## src/hdl/pprm_pkg.sv

```systemverilog
// Shared types and constants for the per-pixel running mean block.
package pprm_pkg;

   localparam int CHAN_BITS  = 16;
   localparam int TOTAL_BITS = 24;
   localparam int COORD_BITS = 8;
   localparam int CSR_BITS   = 9;
   localparam int CSR_IDX_BITS = 1;
   localparam int DIV_STEPS  = CHAN_BITS;
   localparam int STEP_BITS  = $clog2(DIV_STEPS);
   localparam int LANES      = 3;

   localparam int DEF_MAX_WIDTH  = 256;
   localparam int DEF_MAX_HEIGHT = 256;
   localparam int DEF_COUNT_BITS = 24;

   localparam logic [CSR_IDX_BITS-1:0] CSR_ROW_WIDTH = 1'b0;
   localparam logic [CSR_IDX_BITS-1:0] CSR_ROW_COUNT = 1'b1;

   localparam logic FUNC_ADD  = 1'b0;
   localparam logic FUNC_READ = 1'b1;

   typedef struct packed {
      logic                  func;
      logic [COORD_BITS-1:0] pixel_column;
      logic [COORD_BITS-1:0] pixel_row;
      logic [CHAN_BITS-1:0]  sample_red;
      logic [CHAN_BITS-1:0]  sample_green;
      logic [CHAN_BITS-1:0]  sample_blue;
   } req_type;

   typedef struct packed {
      logic [CHAN_BITS-1:0]  mean_red;
      logic [CHAN_BITS-1:0]  mean_green;
      logic [CHAN_BITS-1:0]  mean_blue;
      logic [TOTAL_BITS-1:0] sample_total;
      logic                  bad_coordinate;
   } rsp_type;

   typedef struct packed {
      logic clear;
      logic capture;
      logic addr;
      logic read;
      logic load;
      logic step;
      logic finish;
   } cmd_type;

   typedef struct packed {
      logic clear_last;
      logic bad;
      logic read_item;
      logic div_last;
      logic out_full;
   } status_type;

endpackage

```

## src/hdl/pprm_ctrl.sv

```systemverilog
// Sequencer for the per-pixel running mean: clearing sweep, lookup, divide, write back.
module pprm_ctrl (
   input  logic                 clock,
   input  logic                 reset,
   input  logic                 req_valid,
   output logic                 req_ready,
   input  pprm_pkg::status_type status,
   output pprm_pkg::cmd_type    cmd
);
   import pprm_pkg::*;

   localparam logic [2:0] S_CLEAR  = 3'd0;
   localparam logic [2:0] S_IDLE   = 3'd1;
   localparam logic [2:0] S_ADDR   = 3'd2;
   localparam logic [2:0] S_READ   = 3'd3;
   localparam logic [2:0] S_LOAD   = 3'd4;
   localparam logic [2:0] S_DIV    = 3'd5;
   localparam logic [2:0] S_FINISH = 3'd6;

   logic [2:0] state_ff, state_in;

   always_ff @(posedge clock) begin
      if (reset) begin
         state_ff <= S_CLEAR;
      end else begin
         state_ff <= state_in;
      end
   end

   always_comb begin
      cmd      = '0;
      state_in = state_ff;
      case (state_ff)
         S_CLEAR: begin
            cmd.clear = 1'b1;
            if (status.clear_last) state_in = S_IDLE;
         end
         S_IDLE: begin
            if (req_valid) begin
               cmd.capture = 1'b1;
               state_in    = S_ADDR;
            end
         end
         S_ADDR: begin
            cmd.addr = 1'b1;
            state_in = S_READ;
         end
         S_READ: begin
            cmd.read = 1'b1;
            // off-image and read requests need no division
            if (status.bad || status.read_item) state_in = S_FINISH;
            else state_in = S_LOAD;
         end
         S_LOAD: begin
            cmd.load = 1'b1;
            state_in = S_DIV;
         end
         S_DIV: begin
            cmd.step = 1'b1;
            if (status.div_last) state_in = S_FINISH;
         end
         S_FINISH: begin
            // hold until the output register is free
            if (!status.out_full) begin
               cmd.finish = 1'b1;
               state_in   = S_IDLE;
            end
         end
         default: begin
            state_in = S_CLEAR;
         end
      endcase
   end

   assign req_ready = (state_ff == S_IDLE);

endmodule

```

## config.mk

```make
export PLATFORM = sky130hd
export DESIGN_NAME = pprm_ctrl
export DESIGN_NICKNAME = d
export VERILOG_FILES = /design/src/hdl/pprm_pkg.sv /design/src/hdl/pprm_ctrl.sv
export SDC_FILE = /design/constraint.sdc
export NUM_CORES = 1
export LEC_CHECK = 0
export BUFFER_PORTS_ARGS = -buffer_cell sky130_fd_sc_hd__clkbuf_2
export CORE_AREA = 4 4 41 43
export CTS_CLUSTER_SIZE = 24
export DETAILED_ROUTE_END_ITERATION = 16
export DIE_AREA = 0 0 45 47
export SYNTH_ARGS = -nofsm -noshare
export SYNTH_HDL_FRONTEND = slang
export SYNTH_SLANG_ARGS = --single-unit
```

## constraint.sdc

```tcl
create_clock -name clock -period 2.8 [get_ports clock]
set_clock_uncertainty 0.1 [all_clocks]
set_input_delay 0.14 -clock clock [delete_from_list [all_inputs] [get_ports clock]]
set_output_delay 0.14 -clock clock [all_outputs]
set_load 0.01 [all_outputs]
```

==> summary.md, run 1 <==
| Metric | Value |
|---|---|
| Status | `finished, final reports clean` |
| Met2 Wirelength | `256 microns` |
| Final setup TNS | `0 ps` |
| Fin. Hold Viols | `0` |
| Largest net degree at the start of global routing | `15` |
| Die height | `47 microns` |
| Final setup fails | `0` |
| Mapped Area | `289 sq um` |
| Max layer used | `met3` |
| #FFs+latches synth | `3` |
| Leakage power | `0.192 nW` |
| CP cell instances | `nor2_2 -> a32oi_1 -> o221a_4 -> mux2_4` |
| CTS max path bufs | `2` |
| Ant diodes | `0` |
| Critical path's largest stage delay | `600 ps` |
| PortBufs | `15` |
| Full die area | `0.00212 sq mm` |
| Syn avg cell area | `8.03 sq um` |
| Layout cells sized above 1 | `0.462` |
| Die width | `45 microns` |
| FFs w/ async S/R, synth | `0` |
| DRT Pass-1 Iters | `2` |
| GRT Residual Overflow | `0` |
| Most common cell after layout, fill and taps aside | `clkbuf_2` |
| Crit path buf inv count | `0` |
| Layout area overhead | `32.0%` |
| Post-CTS Resized | `0` |
| Hpwl dp | `480 microns` |
| GRT Util Overall | `0.0671` |
| Number of global-route vias before repair | `257` |
| Worst Path Class, Setup | `flop to flop` |
| Row count | `13` |
| Placeable Area | `0.00130 sq mm` |
| CTS tree | `yes` |
| Most frequent cells in the layout | `clkbuf_2, nor2_1, nand2_1, clkbuf_4, dfxtp_1` |
| Critical Path RT | `2820 ps` |
| Hold-fix buffers, CTS | `0` |
| Clock Sink Count | `3` |
| Initial Util | `0.222` |
| Worst hold path type | `input port to flop` |
| CP max-delay cell | `dfxtp_1` |
| First-pass GRT wire length | `1.03 mm` |
| Post-synthesis cell type count | `23` |
| Post-synth EDFFs | `0` |
| Area of the multi-input gates | `194 sq um` |
| Initial antenna violation count | `0` |
| Worst Tran Pin Value | `472 ps` |
| Nets@finish | `61` |
| Arr. time, crit path | `1640 ps` |
| Post-Syn Nets | `44` |
| Max Cap Violations | `0` |
| Post-route ant nets | `0` |
| Yosys warnings | `0` |
| RSZ-0062 raised after global routing | `no` |
| Worst setup SP type | `flop` |
| Fin crit share | `0.581` |
| Wire length on met3 | `54 microns` |
| Vias | `291` |
| Main synth FF type | `dfxtp_1` |
| CP Max Fanout | `14` |
| Max Slew Vio Count | `0` |
| DP Area | `355 sq um` |
| Largest registers | `state_ff: 3 flops` |
| Max reg flops | `3` |
| Synthesized instance count | `36` |
| Wirelength, routed | `622 microns` |
| Reg area | `60.1 sq um` |
| Fin area | `382 sq um` |
| Min cycle time layout | `1630 ps` |
| Met1 Wirelength | `311 microns` |
| Slew headroom | `0.685` |
| CTS buffer count | `3` |
| Seq/Total Area, Yosys | `0.208` |
| Top reg by flops | `state_ff` |
| Initial drt markers | `2` |
| Clk root buf | `clkbuf_4` |
| GPL Wtd Cong | `0.737` |
| Ports | `16` |
| VDD IR max | `447 uV` |
| Max H-tree Level | `1` |
| Vias/cell | `4.34` |
| Setup bufs post-CTS | `0` |
| Fillers | `157` |
| DRC viols | `0` |
| Max Fclk | `615 MHz` |
| Worst skew pair latency | `230 ps` |
| PD cells | `1000 mW/mm^2` |
| WL/cell | `9.28 microns` |
| Worst-path clk slew | `40 ps` |
| CP Capture Type | `flop` |
| CP top delay family | `flip-flops` |
==> logic make-up after synthesis <==
kind of cell	after synthesis	share of synthesized area
buf+inv	5	0.121
mux	2	0.0866
simple gates	20	0.385
compound gates	6	0.199
flops	3	0.208
==> worst paths after layout <==
| path | from | end | slack, ps | depth (start not counted) |
|---|---|---|---|---|
| setup / recovery | state_ff[1] | state_ff[0] | 1170 | 4 |
| hold reg to reg | state_ff[2] | state_ff[2] | 560 | 2 |
| hold / removal | reset | state_ff[2] | 30 | 2 |
| setup reg to reg | state_ff[1] | state_ff[0] | 1170 | 4 |
==> routing by layer <==
metal	GRT usage	vias up
met2	0.0819	11
met4	0.0175	0
met5	0	-
li1	-	156
met1	0.0998	124
met3	0.0345	0
==> cell type report <==
class | count | share of cell area
inverters | 2 | 0.0197
multi-input cells | 28 | 0.508
repair buffers | 15 | 0.197
clock buffers | 4 | 0.0689
flip-flops and latches | 3 | 0.157
well taps | 15 | 0.0492
==> synthesized netlist by cell type (2+ instances only) <==
cell | n | area [sq um]
inv_1 | 2 | 7.51
nand2_1 | 3 | 11.3
dfxtp_1 | 3 | 60.1
nor2_1 | 6 | 22.5
nand2b_1 | 2 | 12.5
nor3b_1 | 2 | 15.0
buf_6 | 2 | 22.5
==> stage by stage <==
step            util  power, mW  hold slack, ps  instances  setup WS (ps)
2_1_floorplan      -      0.276             112         36           1400
3_3_place_gp   0.273      0.308             274         63           1200
3_5_place_dp   0.273      0.309             274         63           1170
4_1_cts        0.293      0.389            21.2         67           1170
5_1_grt        0.293      0.420            35.6         67           1070
6_report       0.293      0.382            29.3         67           1170
==> where the power goes <==
group	internal (mW)	total, mW	switching [mW]
logic	0.108	0.189	0.0809
clock network	0.0534	0.0764	0.0229
registers	0.0596	0.117	0.0575
total	0.221	0.382	0.161
No activity file was read; power rests on OpenSTA's default activity.
==> run 2, diff against run 1 <==
- clock period: 2.8 -> 1.3 ns (I/O delays scaled with it)
==> summary.md, run 2 (synthesis gave the netlist of run 1 again) <==
| Metric | Value |
|---|---|
| Worst hold slack | `172 ps` |
| Worst skew pair latency | `240 ps` |
| Row count | `13` |
| Number of global-route vias before repair | `314` |
| Most frequent cells in the layout | `clkbuf_2, nor2_1, buf_2, buf_4, buf_6` |
| Failing checks | `negative setup slack` |
| Critical Path End | `state_ff[0]` |
| Vias | `344` |
| Max Cap Violations | `0` |
| Worst-path clk slew | `40 ps` |
| Max Fclk | `741 MHz` |
| Top reg by flops | `state_ff` |
| Fin crit share | `1.04` |
| Largest net degree at the start of global routing | `10` |
| Slew headroom | `0.878` |
| Critical path's largest stage delay | `350 ps` |
| First-pass GRT wire length | `1.36 mm` |
| Full die area | `0.00212 sq mm` |
| Initial drt markers | `3` |
| Int Power | `0.702 mW` |
| Nets@finish | `71` |
| Sw Ratio | `0.381` |
| GRT Util Overall | `0.0907` |
| CTS max path bufs | `2` |
| Arr. time, crit path | `1370 ps` |
| Reg area | `71.3 sq um` |
| Die height | `47 microns` |
| DRC viols | `0` |
| Max reg flops | `3` |
| Placeable Area | `0.00130 sq mm` |
| Sequential Power Share | `0.183` |
| Net Sw Power | `0.432 mW` |
| VDD IR max | `952 uV` |
| Worst r2r src | `state_ff[1]` |
| Largest registers | `state_ff: 3 flops` |
| Leakage power | `0.262 nW` |
| Clock Sink Count | `3` |
| Area of the multi-input gates | `224 sq um` |
| Finished Layout Cells | `77` |
| Worst hold path type | `input port to flop` |
| Layout cells sized above 1 | `0.661` |
| Total chip power | `1.13 mW` |
| Initial Util | `0.222` |
| Fin. Hold Viols | `0` |
| RR Endpoint | `state_ff[0]` |
| Critical Path RT | `1320 ps` |
| Vias/cell | `4.47` |
| Clk root buf | `clkbuf_4` |
| GRT Residual Overflow | `0` |
| WL/cell | `10.3 microns` |
| CP cell instances | `nor2_4 -> nand2_2 -> o221a_4 -> mux2_4` |
| DRT Pass-1 Iters | `2` |
| Worst setup SP type | `flop` |
| Final WS setup | `-50.4 ps` |
| CTS tree | `yes` |
| Max Slew Vio Count | `0` |
| Die width | `45 microns` |
| PD cells | `2200 mW/mm^2` |
| CP Capture Type | `flop` |
| Max H-tree Level | `1` |
| Crit path buf inv count | `0` |
| Placed cell count | `70` |
| CP top delay family | `flip-flops` |
| RSZ-0062 raised after global routing | `yes` |
| Initial antenna violation count | `0` |
| Clock Power Share | `0.147` |
| Gate power share | `0.670` |
| Wirelength, routed | `795 microns` |
| Fillers | `143` |
| Ports | `16` |
| CTS buffer count | `3` |
| R2r setup slk | `-50 ps` |
| GPL Wtd Cong | `0.739` |
| PortBufs | `15` |
| Reg2Reg Depth | `4` |
| Status | `complete, but fails checks` |
| Most common cell after layout, fill and taps aside | `clkbuf_2` |
| Worst Path Class, Setup | `flop to flop` |
| CP Max Fanout | `3` |
| CP Depth | `4` |
| Worst Tran Pin Value | `183 ps` |
| Layout area overhead | `78.4%` |
| Crit path launch | `state_ff[1]` |
| Min cycle time layout | `1350 ps` |
| CP max-delay cell | `dfxtp_4` |
| Final setup fails | `2` |
| Post-route ant nets | `0` |
| Ant diodes | `0` |
run 2: cell types whose count changed in the layout (fill, tap and decap cells not counted), moves of 2 or more:
cell / before / now
nor3b_1: 2 / 0
dfxtp_4: 0 / 3
buf_2: 0 / 6
nor3b_2: 0 / 2
clkbuf_2: 15 / 9
buf_6: 0 / 4
dfxtp_1: 3 / 0
buf_4: 0 / 5
run 2: power by group through the flow:
stage	clock [mW]	combinational, mW	sequential, mW
after floorplan	0	0.422	0.178
after global placement	0	0.614	0.187
after detailed placement	0	0.628	0.186
after CTS	0.169	0.722	0.211
after global routing	0.179	0.819	0.215
final	0.166	0.760	0.207
run 2: final cells by class:
cell class                 count  share of cell area
clock buffer                   4              0.0510
timing repair buffer          25               0.325
sequential                     3               0.138
tap                           15              0.0364
inverter                       2              0.0146
multi-input combinational     28               0.434
run 2: worst reg2reg max path: stages (launching register included):
cell     delay (ps)
dfxtp_4         350
nor2_4          140
nand2_2          80
o221a_4         280
mux2_4          290
run 2: worst min path at each step:
stage                    from     endpoint  slack, ps  depth (start not counted)
floorplan               reset  state_ff[2]         30                          1
global placement        reset  state_ff[2]        190                          2
detailed placement      reset  state_ff[2]        190                          2
CTS                 status[3]  state_ff[1]        170                          4
global route        req_valid  state_ff[0]        220                          3
finish              status[3]  state_ff[1]        170                          4
run 2: through the flow:
stage,setup WS (ps),setup TNS [ps],cell area (sq um),util
after floorplan,-37.0,-37.0,292,-
after global placement,-50.0,-50.0,410,0.315
after detailed placement,-104,-139,410,0.315
after CTS,-43.3,-83.6,500,0.385
after global routing,-72.2,-224,515,0.396
final,-50.4,-52.4,515,0.396
run 2: per-layer routing:
| layer | track usage | part of all wire |
|---|---|---|
| met3 | 0.0268 | 0.077 |
| met1 | 0.102 | 0.42 |
| met4 | 0.0526 | 0.016 |
| met5 | 0 | 0 |
| met2 | 0.153 | 0.49 |
run 2: timing repair:
| item | in CTS | in global routing |
|---|---|---|
| setup endpoints to repair | 7 | 8 |
| buffers inserted | 1 | 1 |
| hold endpoints to repair | 1 | 0 |
| hold buffers | 1 | 0 |
| gates resized for setup | 11 | 8 |
| pin swaps | 3 | 2 |
